$ cat src/rtl/core/adtsrtp_pkg.sv
// shared types and constants of the adts to rtp aac packetizer
// used by the front, queue, back and top level modules; no dependencies

package adtsrtp_pkg;

    // command kinds passed from the front to the back
    typedef enum logic [1:0] {
        K_PAYLOAD = 2'd0,
        K_ERROR   = 2'd1,
        K_AUHDR   = 2'd2
    } t_kind;

    // front state: collecting header or passing payload
    typedef enum logic [1:0] {
        PH_HEADER  = 2'b01,
        PH_PAYLOAD = 2'b10
    } t_phase;

    // one queued command
    typedef struct packed {
        t_kind        kind;
        logic [7:0]   data;
        logic         last;
        logic [15:0]  seq;
        logic [31:0]  rtp_time;
        logic [1:0]   profile;
        logic [3:0]   rate;
        logic [2:0]   chan;
        logic [12:0]  flen;
    } t_cmd;

    // queue status seen by the front and the back
    typedef struct packed {
        logic full;
        logic valid;
    } t_qstat;

    // one result on the master side
    typedef struct packed {
        logic [79:0] tdata;
        logic        tlast;
        logic        tuser;
    } t_result;

    localparam logic [15:0] TS_STEP_RESET = 16'd1025;
    localparam logic [7:0]  SYNC_HI       = 8'hFF;
    localparam logic [3:0]  SYNC_LO       = 4'hF;
    localparam logic [12:0] ADTS_HDR_LEN  = 13'd7;
    localparam logic [12:0] MIN_FRAME_LEN = 13'd8;
    localparam logic [7:0]  AU_HDR_B0     = 8'h00;
    localparam logic [7:0]  AU_HDR_B1     = 8'h10;
    localparam logic [2:0]  HDR_LAST_IDX  = 3'd6;
    localparam logic [1:0]  AU_LAST_SUB   = 2'd3;

endpackage

$ cat src/rtl/core/adtsrtp_front.sv
// front: accepts stream bytes, gathers the adts header and classifies items
// depends on adtsrtp_pkg; pushes commands into adtsrtp_fifo

module adtsrtp_front (
    input  logic                 i_clk,
    input  logic                 i_rst_n,
    input  logic                 i_valid,
    output logic                 o_ready,
    input  logic [7:0]           i_byte,
    input  logic [15:0]          i_ts_step,
    input  adtsrtp_pkg::t_qstat  i_qstat,
    output logic                 o_push,
    output adtsrtp_pkg::t_cmd    o_cmd
);
    import adtsrtp_pkg::*;

    t_phase       r_phase, n_phase;
    logic [2:0]   r_hcount, n_hcount;
    logic [47:0]  r_hbytes, n_hbytes;
    logic [12:0]  r_left, n_left;
    logic [15:0]  r_seq, n_seq;
    logic [31:0]  r_time, n_time;

    logic         w_acc;
    logic [7:0]   w_b0, w_b1, w_b2, w_b3, w_b4, w_b5;
    logic [12:0]  w_len;
    logic         w_bad;
    logic         w_last;

    // header bytes, first received byte highest
    assign w_b0 = r_hbytes[47:40];
    assign w_b1 = r_hbytes[39:32];
    assign w_b2 = r_hbytes[31:24];
    assign w_b3 = r_hbytes[23:16];
    assign w_b4 = r_hbytes[15:8];
    assign w_b5 = r_hbytes[7:0];
    assign w_len = {w_b3[1:0], w_b4, w_b5[7:5]};
    assign w_bad = (w_b0 != SYNC_HI) || (w_b1[7:4] != SYNC_LO) || (w_len < MIN_FRAME_LEN);
    assign w_last = (r_left <= 13'd1);

    // header bytes one to six never push, so they pass even with a full queue
    assign o_ready = !i_qstat.full || ((r_phase == PH_HEADER) && (r_hcount != HDR_LAST_IDX));
    assign w_acc = i_valid && o_ready;

    // command fields common to every result, then push and next-state decode
    always_comb begin
        o_cmd          = '0;
        o_cmd.seq      = r_seq;
        o_cmd.rtp_time = r_time;
        o_cmd.profile  = w_b2[7:6];
        o_cmd.rate     = w_b2[5:2];
        o_cmd.chan     = {w_b2[0], w_b3[7:6]};
        o_cmd.flen     = w_len;
        o_push         = 1'b0;
        n_phase        = r_phase;
        n_hcount       = r_hcount;
        n_hbytes       = r_hbytes;
        n_left         = r_left;
        n_seq          = r_seq;
        n_time         = r_time;
        if (w_acc) begin
            case (r_phase)
                PH_PAYLOAD: begin
                    o_push     = 1'b1;
                    o_cmd.kind = K_PAYLOAD;
                    o_cmd.data = i_byte;
                    o_cmd.last = w_last;
                    if (w_last) begin
                        n_phase  = PH_HEADER;
                        n_hcount = '0;
                        n_left   = '0;
                        n_seq    = r_seq + 16'd1;
                        n_time   = r_time + {16'd0, i_ts_step};
                    end else begin
                        n_left = r_left - 13'd1;
                    end
                end
                default: begin
                    if (r_hcount != HDR_LAST_IDX) begin
                        n_hbytes = {r_hbytes[39:0], i_byte};
                        n_hcount = r_hcount + 3'd1;
                    end else begin
                        // seventh byte: header complete, byte itself is dropped
                        n_hcount = '0;
                        o_push   = 1'b1;
                        if (w_bad) begin
                            o_cmd.kind = K_ERROR;
                        end else begin
                            o_cmd.kind = K_AUHDR;
                            n_left     = w_len - ADTS_HDR_LEN;
                            n_phase    = PH_PAYLOAD;
                        end
                    end
                end
            endcase
        end
    end

    // control and counter registers
    always_ff @(posedge i_clk) begin
        if (!i_rst_n) begin
            r_phase  <= PH_HEADER;
            r_hcount <= '0;
            r_left   <= '0;
            r_seq    <= '0;
            r_time   <= '0;
        end else begin
            r_phase  <= n_phase;
            r_hcount <= n_hcount;
            r_left   <= n_left;
            r_seq    <= n_seq;
            r_time   <= n_time;
        end
    end

    // header shift register, no reset
    always_ff @(posedge i_clk) begin
        r_hbytes <= n_hbytes;
    end

`ifndef ASSERT_OFF
    // header count never runs past the seventh byte
    a_hcount_range: assert property (@(posedge i_clk) disable iff (!i_rst_n)
        r_hcount <= HDR_LAST_IDX)
        else $error("header count out of range");

    // a push only happens when the queue has room
    a_push_room: assert property (@(posedge i_clk) disable iff (!i_rst_n)
        o_push |-> !i_qstat.full)
        else $error("push into full queue");
`endif

endmodule

$ cat src/rtl/core/adtsrtp_fifo.sv
// short command queue between front and back
// depends on adtsrtp_pkg for the command and status types

module adtsrtp_fifo #(
    parameter int DEPTH = 4
) (
    input  logic                 i_clk,
    input  logic                 i_rst_n,
    input  logic                 i_push,
    input  adtsrtp_pkg::t_cmd    i_cmd,
    input  logic                 i_pop,
    output adtsrtp_pkg::t_cmd    o_head,
    output adtsrtp_pkg::t_qstat  o_qstat
);
    import adtsrtp_pkg::*;

    localparam int PW = (DEPTH > 1) ? $clog2(DEPTH) : 1;
    localparam int CW = $clog2(DEPTH + 1);
    localparam logic [PW-1:0] LAST_PTR = PW'(DEPTH - 1);
    localparam logic [CW-1:0] FULL_CNT = CW'(DEPTH);

    t_cmd           r_mem [DEPTH];
    logic [PW-1:0]  r_wptr, r_rptr;
    logic [CW-1:0]  r_count;
    logic           w_push, w_pop;

    assign o_qstat.full  = (r_count == FULL_CNT);
    assign o_qstat.valid = (r_count != '0);
    assign w_push = i_push && !o_qstat.full;
    assign w_pop  = i_pop && o_qstat.valid;
    assign o_head = r_mem[r_rptr];

    // pointers and fill count
    always_ff @(posedge i_clk) begin
        if (!i_rst_n) begin
            r_wptr  <= '0;
            r_rptr  <= '0;
            r_count <= '0;
        end else begin
            if (w_push) begin
                r_wptr <= (r_wptr == LAST_PTR) ? '0 : r_wptr + PW'(1);
            end
            if (w_pop) begin
                r_rptr <= (r_rptr == LAST_PTR) ? '0 : r_rptr + PW'(1);
            end
            case ({w_push, w_pop})
                2'b10:   r_count <= r_count + CW'(1);
                2'b01:   r_count <= r_count - CW'(1);
                default: r_count <= r_count;
            endcase
        end
    end

    // entry storage
    always_ff @(posedge i_clk) begin
        if (w_push) begin
            r_mem[r_wptr] <= i_cmd;
        end
    end

`ifndef ASSERT_OFF
    // fill count stays within the depth
    a_count_range: assert property (@(posedge i_clk) disable iff (!i_rst_n)
        r_count <= FULL_CNT)
        else $error("queue count out of range");
`endif

endmodule

$ cat src/rtl/core/adtsrtp_back.sv
// back: expands queued commands into results and holds the output register
// depends on adtsrtp_pkg; pops commands from adtsrtp_fifo

module adtsrtp_back (
    input  logic                 i_clk,
    input  logic                 i_rst_n,
    input  adtsrtp_pkg::t_qstat  i_qstat,
    input  adtsrtp_pkg::t_cmd    i_head,
    output logic                 o_pop,
    output logic                 o_valid,
    input  logic                 i_ready,
    output adtsrtp_pkg::t_result o_res
);
    import adtsrtp_pkg::*;

    logic         r_ov;
    logic [1:0]   r_sub;
    t_result      r_res, n_res;
    logic         w_load;
    logic         w_is_au;
    logic [12:0]  w_plen;
    logic [7:0]   w_byte;

    assign w_load  = i_qstat.valid && (!r_ov || i_ready);
    assign w_is_au = (i_head.kind == K_AUHDR);
    assign o_pop   = w_load && (!w_is_au || (r_sub == AU_LAST_SUB));
    assign w_plen  = i_head.flen - ADTS_HDR_LEN;

    // byte of the current result
    always_comb begin
        case (i_head.kind)
            K_AUHDR: begin
                case (r_sub)
                    2'd0:    w_byte = AU_HDR_B0;
                    2'd1:    w_byte = AU_HDR_B1;
                    2'd2:    w_byte = w_plen[12:5];
                    default: w_byte = {w_plen[4:0], 3'b000};
                endcase
            end
            K_PAYLOAD: w_byte = i_head.data;
            default:   w_byte = 8'h00;
        endcase
    end

    // result packing: byte, seq, time, profile, rate, channels, length
    always_comb begin
        n_res       = '0;
        n_res.tdata = {2'b00, i_head.flen, i_head.chan, i_head.rate, i_head.profile,
                       i_head.rtp_time, i_head.seq, w_byte};
        n_res.tlast = (i_head.kind == K_PAYLOAD) && i_head.last;
        n_res.tuser = (i_head.kind == K_ERROR);
    end

    // output valid and au header sub-step
    always_ff @(posedge i_clk) begin
        if (!i_rst_n) begin
            r_ov  <= 1'b0;
            r_sub <= '0;
        end else begin
            if (w_load) begin
                r_ov  <= 1'b1;
                r_sub <= (w_is_au && (r_sub != AU_LAST_SUB)) ? r_sub + 2'd1 : 2'd0;
            end else if (i_ready) begin
                r_ov <= 1'b0;
            end
        end
    end

    // output payload register
    always_ff @(posedge i_clk) begin
        if (w_load) begin
            r_res <= n_res;
        end
    end

    assign o_valid = r_ov;
    assign o_res   = r_res;

`ifndef ASSERT_OFF
    // a started au header keeps its command at the head of the queue
    a_sub_head: assert property (@(posedge i_clk) disable iff (!i_rst_n)
        (r_sub != 2'd0) |-> (i_qstat.valid && w_is_au))
        else $error("au header sequence lost its command");

    // a result never marks both end of packet and error
    a_last_err: assert property (@(posedge i_clk) disable iff (!i_rst_n)
        r_ov |-> !(r_res.tlast && r_res.tuser))
        else $error("last and error set together");
`endif

endmodule

$ cat src/rtl/core/adts_to_rtp_aac_packetizer.sv
// top level of the adts to rfc 3640 aac packetizer: apb register, front, queue, back
// depends on adtsrtp_pkg, adtsrtp_front, adtsrtp_fifo and adtsrtp_back
//
// channel   | direction | handshake             | contents
// s stream  | in        | tvalid/tready         | one adts byte
// m stream  | out       | tvalid/tready         | au header or payload byte, tlast, tuser error
// apb       | in        | psel/penable/pwrite   | timestamp_step at address 0
//
// payload bytes pass at one per cycle while the queue has room; the back stage turns the
// seventh header byte into four results (one error result if bad), bytes one to six give none
// the queue of QUEUE_DEPTH commands lets the front keep taking bytes during that burst
// synchronous active-low reset clears counters, queue and output valid; no clearing pass
// a stalled output holds its result while the front keeps filling the queue

module adts_to_rtp_aac_packetizer #(
    parameter int QUEUE_DEPTH = 4
) (
    input  logic         i_clk,
    input  logic         i_rst_n,
    input  logic         i_s_tvalid,
    output logic         o_s_tready,
    input  logic [7:0]   i_s_tdata,    // [7:0] in_byte
    output logic         o_m_tvalid,
    input  logic         i_m_tready,
    // [7:0] out_byte, [23:8] seq_number, [55:24] rtp_time, [57:56] profile_code,
    // [61:58] rate_index, [64:62] channel_code, [77:65] frame_bytes, [79:78] zero
    output logic [79:0]  o_m_tdata,
    output logic         o_m_tlast,    // last_in_packet
    output logic         o_m_tuser,    // [0] header_error
    input  logic         i_psel,
    input  logic         i_penable,
    input  logic         i_pwrite,
    input  logic [2:0]   i_paddr,
    input  logic [31:0]  i_pwdata,
    output logic [31:0]  o_prdata,
    output logic         o_pready
);
    import adtsrtp_pkg::*;

    logic [15:0]  r_ts_step;
    logic         w_push, w_pop;
    t_cmd         w_cmd, w_head;
    t_qstat       w_qstat;
    t_result      w_res;

    // configuration register
    assign o_pready = 1'b1;
    assign o_prdata = (i_paddr[2] == 1'b0) ? {16'd0, r_ts_step} : 32'd0;

    always_ff @(posedge i_clk) begin
        if (!i_rst_n) begin
            r_ts_step <= TS_STEP_RESET;
        end else if (i_psel && i_penable && i_pwrite && o_pready && (i_paddr[2] == 1'b0)) begin
            r_ts_step <= i_pwdata[15:0];
        end
    end

    // header collection and classification
    adtsrtp_front u_front (
        .i_clk     (i_clk),
        .i_rst_n   (i_rst_n),
        .i_valid   (i_s_tvalid),
        .o_ready   (o_s_tready),
        .i_byte    (i_s_tdata),
        .i_ts_step (r_ts_step),
        .i_qstat   (w_qstat),
        .o_push    (w_push),
        .o_cmd     (w_cmd)
    );

    // command queue
    adtsrtp_fifo #(
        .DEPTH (QUEUE_DEPTH)
    ) u_fifo (
        .i_clk   (i_clk),
        .i_rst_n (i_rst_n),
        .i_push  (w_push),
        .i_cmd   (w_cmd),
        .i_pop   (w_pop),
        .o_head  (w_head),
        .o_qstat (w_qstat)
    );

    // result expansion and output register
    adtsrtp_back u_back (
        .i_clk   (i_clk),
        .i_rst_n (i_rst_n),
        .i_qstat (w_qstat),
        .i_head  (w_head),
        .o_pop   (w_pop),
        .o_valid (o_m_tvalid),
        .i_ready (i_m_tready),
        .o_res   (w_res)
    );

    assign o_m_tdata = w_res.tdata;
    assign o_m_tlast = w_res.tlast;
    assign o_m_tuser = w_res.tuser;

endmodule

$ cat config.mk
export PLATFORM = sky130hd
export DESIGN_NAME = adts_to_rtp_aac_packetizer
export DESIGN_NICKNAME = d
export VERILOG_FILES = /design/src/rtl/core/adtsrtp_pkg.sv /design/src/rtl/core/adtsrtp_front.sv /design/src/rtl/core/adtsrtp_fifo.sv /design/src/rtl/core/adtsrtp_back.sv /design/src/rtl/core/adts_to_rtp_aac_packetizer.sv
export SDC_FILE = /design/constraint.sdc
export NUM_CORES = 1
export LEC_CHECK = 0
export BUFFER_PORTS_ARGS = -buffer_cell sky130_fd_sc_hd__buf_2
export CORE_ASPECT_RATIO = 1.25
export CORE_MARGIN = 10
export CORE_UTILIZATION = 60
export CTS_CLUSTER_DIAMETER = 150
export DETAILED_ROUTE_END_ITERATION = 10
export PLACE_DENSITY = 0.8
export SETUP_SLACK_MARGIN = 0.4
export SLEW_MARGIN = 0
export SYNTH_ARGS = -nofsm -noshare
export SYNTH_HDL_FRONTEND = slang
export SYNTH_SLANG_ARGS = --single-unit
$ cat constraint.sdc
create_clock -name i_clk -period 9.6 [get_ports i_clk]
set_clock_uncertainty 0.2 [all_clocks]
set_input_delay 1.44 -clock i_clk [delete_from_list [all_inputs] [get_ports i_clk]]
set_output_delay 1.44 -clock i_clk [all_outputs]
set_load 0.02 [all_outputs]
==> results.md <==
- Post-CTS setup repair buffer count: 0
- Slew Limit Fails: 0
- Avg Synthesized Cell Area: approximately 16 sq um
- Worst-Skew Late Latency: 0.56 ns
- Root Driver: clkbuf_16
- Vias per cell: between 5 and 6
- Worst path depth: 8
- Sequential area share after synthesis: between 70% and 80%
- Sw Ratio: a little over a quarter
- Tmin final: roughly 4.3 ns
- Synth area leader: edfxtp_1
- Internal: around 4.5 mW
- Synth top area share: about 63%
- Final WL: 42840 microns
- Worst-Margin Slew: 1.203 ns
- Initial Util: about three fifths
- IO Pins: approximately 170
- ANT cells: 0
- Post-Synthesis Cells: around 1400
- Most frequent cells in the layout: 452 x edfxtp_1, 129 x buf_2, 100 x nand2_1
- DP Wirelength: about 26000 microns
- Main synth FF type: edfxtp_1
- Final #Nets: 1579
- # port buffers: ~130
- Critical Path, Cell by Cell: buf_4, mux4_2, ha_1, a211oi_2, nor2b_1, nor3b_1, xnor2_1, o22ai_1
- Sw power: about 1.7 mW
- Finish-stage setup viols: 0
- CTS clk-pin slew, worst paths: approximately 0.07 ns
- Comb power frac: 19.7%
- Peak Freq: between 0.2 and 0.25 GHz
- CP Buf/Inv Count: 1
- DRT iter0 DRCs: ~880
- Layout cells sized above 1: between 20% and 30%
- Largest net degree at the start of global routing: 68
- WHS Path Cells: 0
- CP startpoint kind: register
- RD Place Congestion: ~0.87
- CTS max path bufs: 3
- Flop and latch count out of synthesis: approximately 550
- CORE AREA: approximately 0.036 sq mm
- Chip width: roughly 190 microns
- Row cnt: just under 80
- Max VDD drop: 170.7 uV
- DR WL/cell: ~21 microns
- Slack of the worst reg-to-reg path: between 5 and 6 ns
- Biggest cell delay along the critical path: between 0.9 and 1 ns
- Grt ovf: 0
- Crit path kind: reg2reg
- Lkg Pwr: 8.491 nW
- Register-to-Register Path Depth: 8
- Final Hold Fails: 0
- CP Capture Type: register
- Total number of vias: 11856
- Clock power share: a little under a third
- Hold crit path type: reg2reg
- Max-Cap Viols: 0
- Slowest CP cell: dfxtp_4
- DRC: 0
- Setup TNS Final: 0 ns
- Hold Buf Count CTS: 0
- Slew headroom: 17.75%
- Hold wc startpoint: u_front.r_hbytes[0]
- Antenna violations before repair: 1
- CTS tree: built
- 1st-pass router iterations: 8
- Mapped Area: about 0.022 sq mm
- Hold EP: u_front.r_hbytes[8]
- Post-CTS Resized: 0
- Post-synthesis cell type count: 70
- CP max FO: 42
- H-tree depth: 2
- R2R Path End: u_back.o_res[5]
- Layout area overhead: 12.58%
- Synth area leaders: edfxtp_1 63%, dfxtp_1 8.7%, mux4_2 8.3%
- Total CTS buffers: 48
- Finished Core Util: between 60% and 70%
- Critical Path AT: roughly 4.3 ns
- WP data required: approximately 9.7 ns
- Ys async rst share: 0%
- Synth warnings: 0
- Vias in the first global route: 12145
- Routed Antenna Nets: 0
- RSZ-0062 raised after global routing: no
- GRT Util Overall: between 10% and 20%
- Clock Sinks: 546
- Reg power frac: around half
- Post-synth EDFFs: about 450
- Commonest non-fill, non-tap cell in the layout: edfxtp_1
- Die area: 0.04422 sq mm
- Power per cell area: 252.2 mW/mm^2
- Critical path's top delay family: flip-flops
- Status: finished, final reports clean
- Fin crit share: 44.53%
- First-pass GRT wire length: a little under 70000 microns
- Die H: 232.6 microns
==> cells by family after synthesis <==
family / count (synthesis) / share of synthesized area (%)
flops: 546 / 71.23
compound gates: 179 / 5.150
buf+inv: 94 / 2.070
xor+xnor: 44 / 1.776
fa+ha+maj: 32 / 1.915
mux: 105 / 9.463
simple gates: 349 / 8.362
other cells: 2 / 0.03461
==> how the worst max path moves through the flow <==
| stage | endpoint | start |
|---|---|---|
| after floorplan | u_fifo.r_count[2] | i_m_tready |
| after global placement | u_fifo.r_count[2] | i_m_tready |
| after detailed placement | u_fifo.r_count[2] | i_m_tready |
| after CTS | u_back.o_res[5] | register |
| after global routing | u_back.o_res[5] | register |
| final | u_back.o_res[5] | register |
==> metal layers <==
metal | vias up | track usage [%] | wire [microns]
li1 | 5487 | - | -
met1 | 5878 | 23.87 | 16960
met2 | 403 | 34.11 | 22350
met3 | 86 | 3.337 | 2449
met4 | 2 | 6.632 | 1062
met5 | - | 0 | 20
==> state kept, by name, indices dropped and copies added, names as in the netlist, 2 cells and up, named ones only <==
register / flops
u_front.r_left: 13
u_front.r_phase: 2
u_fifo.r_count: 3
u_fifo.r_mem: 324
u_front.r_hcount: 3
u_fifo.r_wptr: 2
u_fifo.r_rptr: 2
u_front.r_seq: 16
u_front.r_time: 32
r_ts_step: 16
u_back.o_res: 80
u_back.r_sub: 2
u_front.r_hbytes: 48
==> metrics by stage <==
step                instances  setup slack, ns  total power, mW  instance area (sq um)  hold slack, ns
CTS                      2009            5.205            6.234                  24430          0.2189
global placement         1921            5.313            4.282                  22840          0.2012
finish                   2009            5.325            6.159                  24430          0.2144
floorplan                1368            2.073            3.942                  21760          0.2003
detailed placement       1921            5.256            4.301                  22840          0.2052
global route             2009            4.996            6.411                  24430          0.2326
==> power by group through the flow <==
stage / Sequential [mW] / Clock, mW / Combinational (mW)
floorplan: 3.27 / 0 / 0.671
global placement: 3.07 / 0 / 1.22
detailed placement: 3.07 / 0 / 1.23
CTS: 3.02 / 1.96 / 1.25
global route: 3.05 / 2.06 / 1.31
finish: 3.01 / 1.93 / 1.22
==> final cells by class <==
cell class,count,area (sq um)
clock buffers,66,1320
clock inverters,22,269.0
fillers,2286,11120
inverters,26,97.59
multi-input cells,728,5903
flip-flops and latches,546,15460
well taps,474,593.1
repair buffers,147,780.7
==> synth_stat cells (all sizes together) (11+ instances only) <==
cell	instances
nand3	32
mux2i	24
nor3	24
edfxtp	452
dfxtp	94
nor2	55
and3	13
clkbuf	30
buf	38
nand4	21
nor2b	29
nand2	100
mux4	80
o21ai	32
xnor2	24
ha	30
inv	26
nand2b	22
or3	11
xor2	20
a21oi	71
No activity file was read; power rests on OpenSTA's default activity.
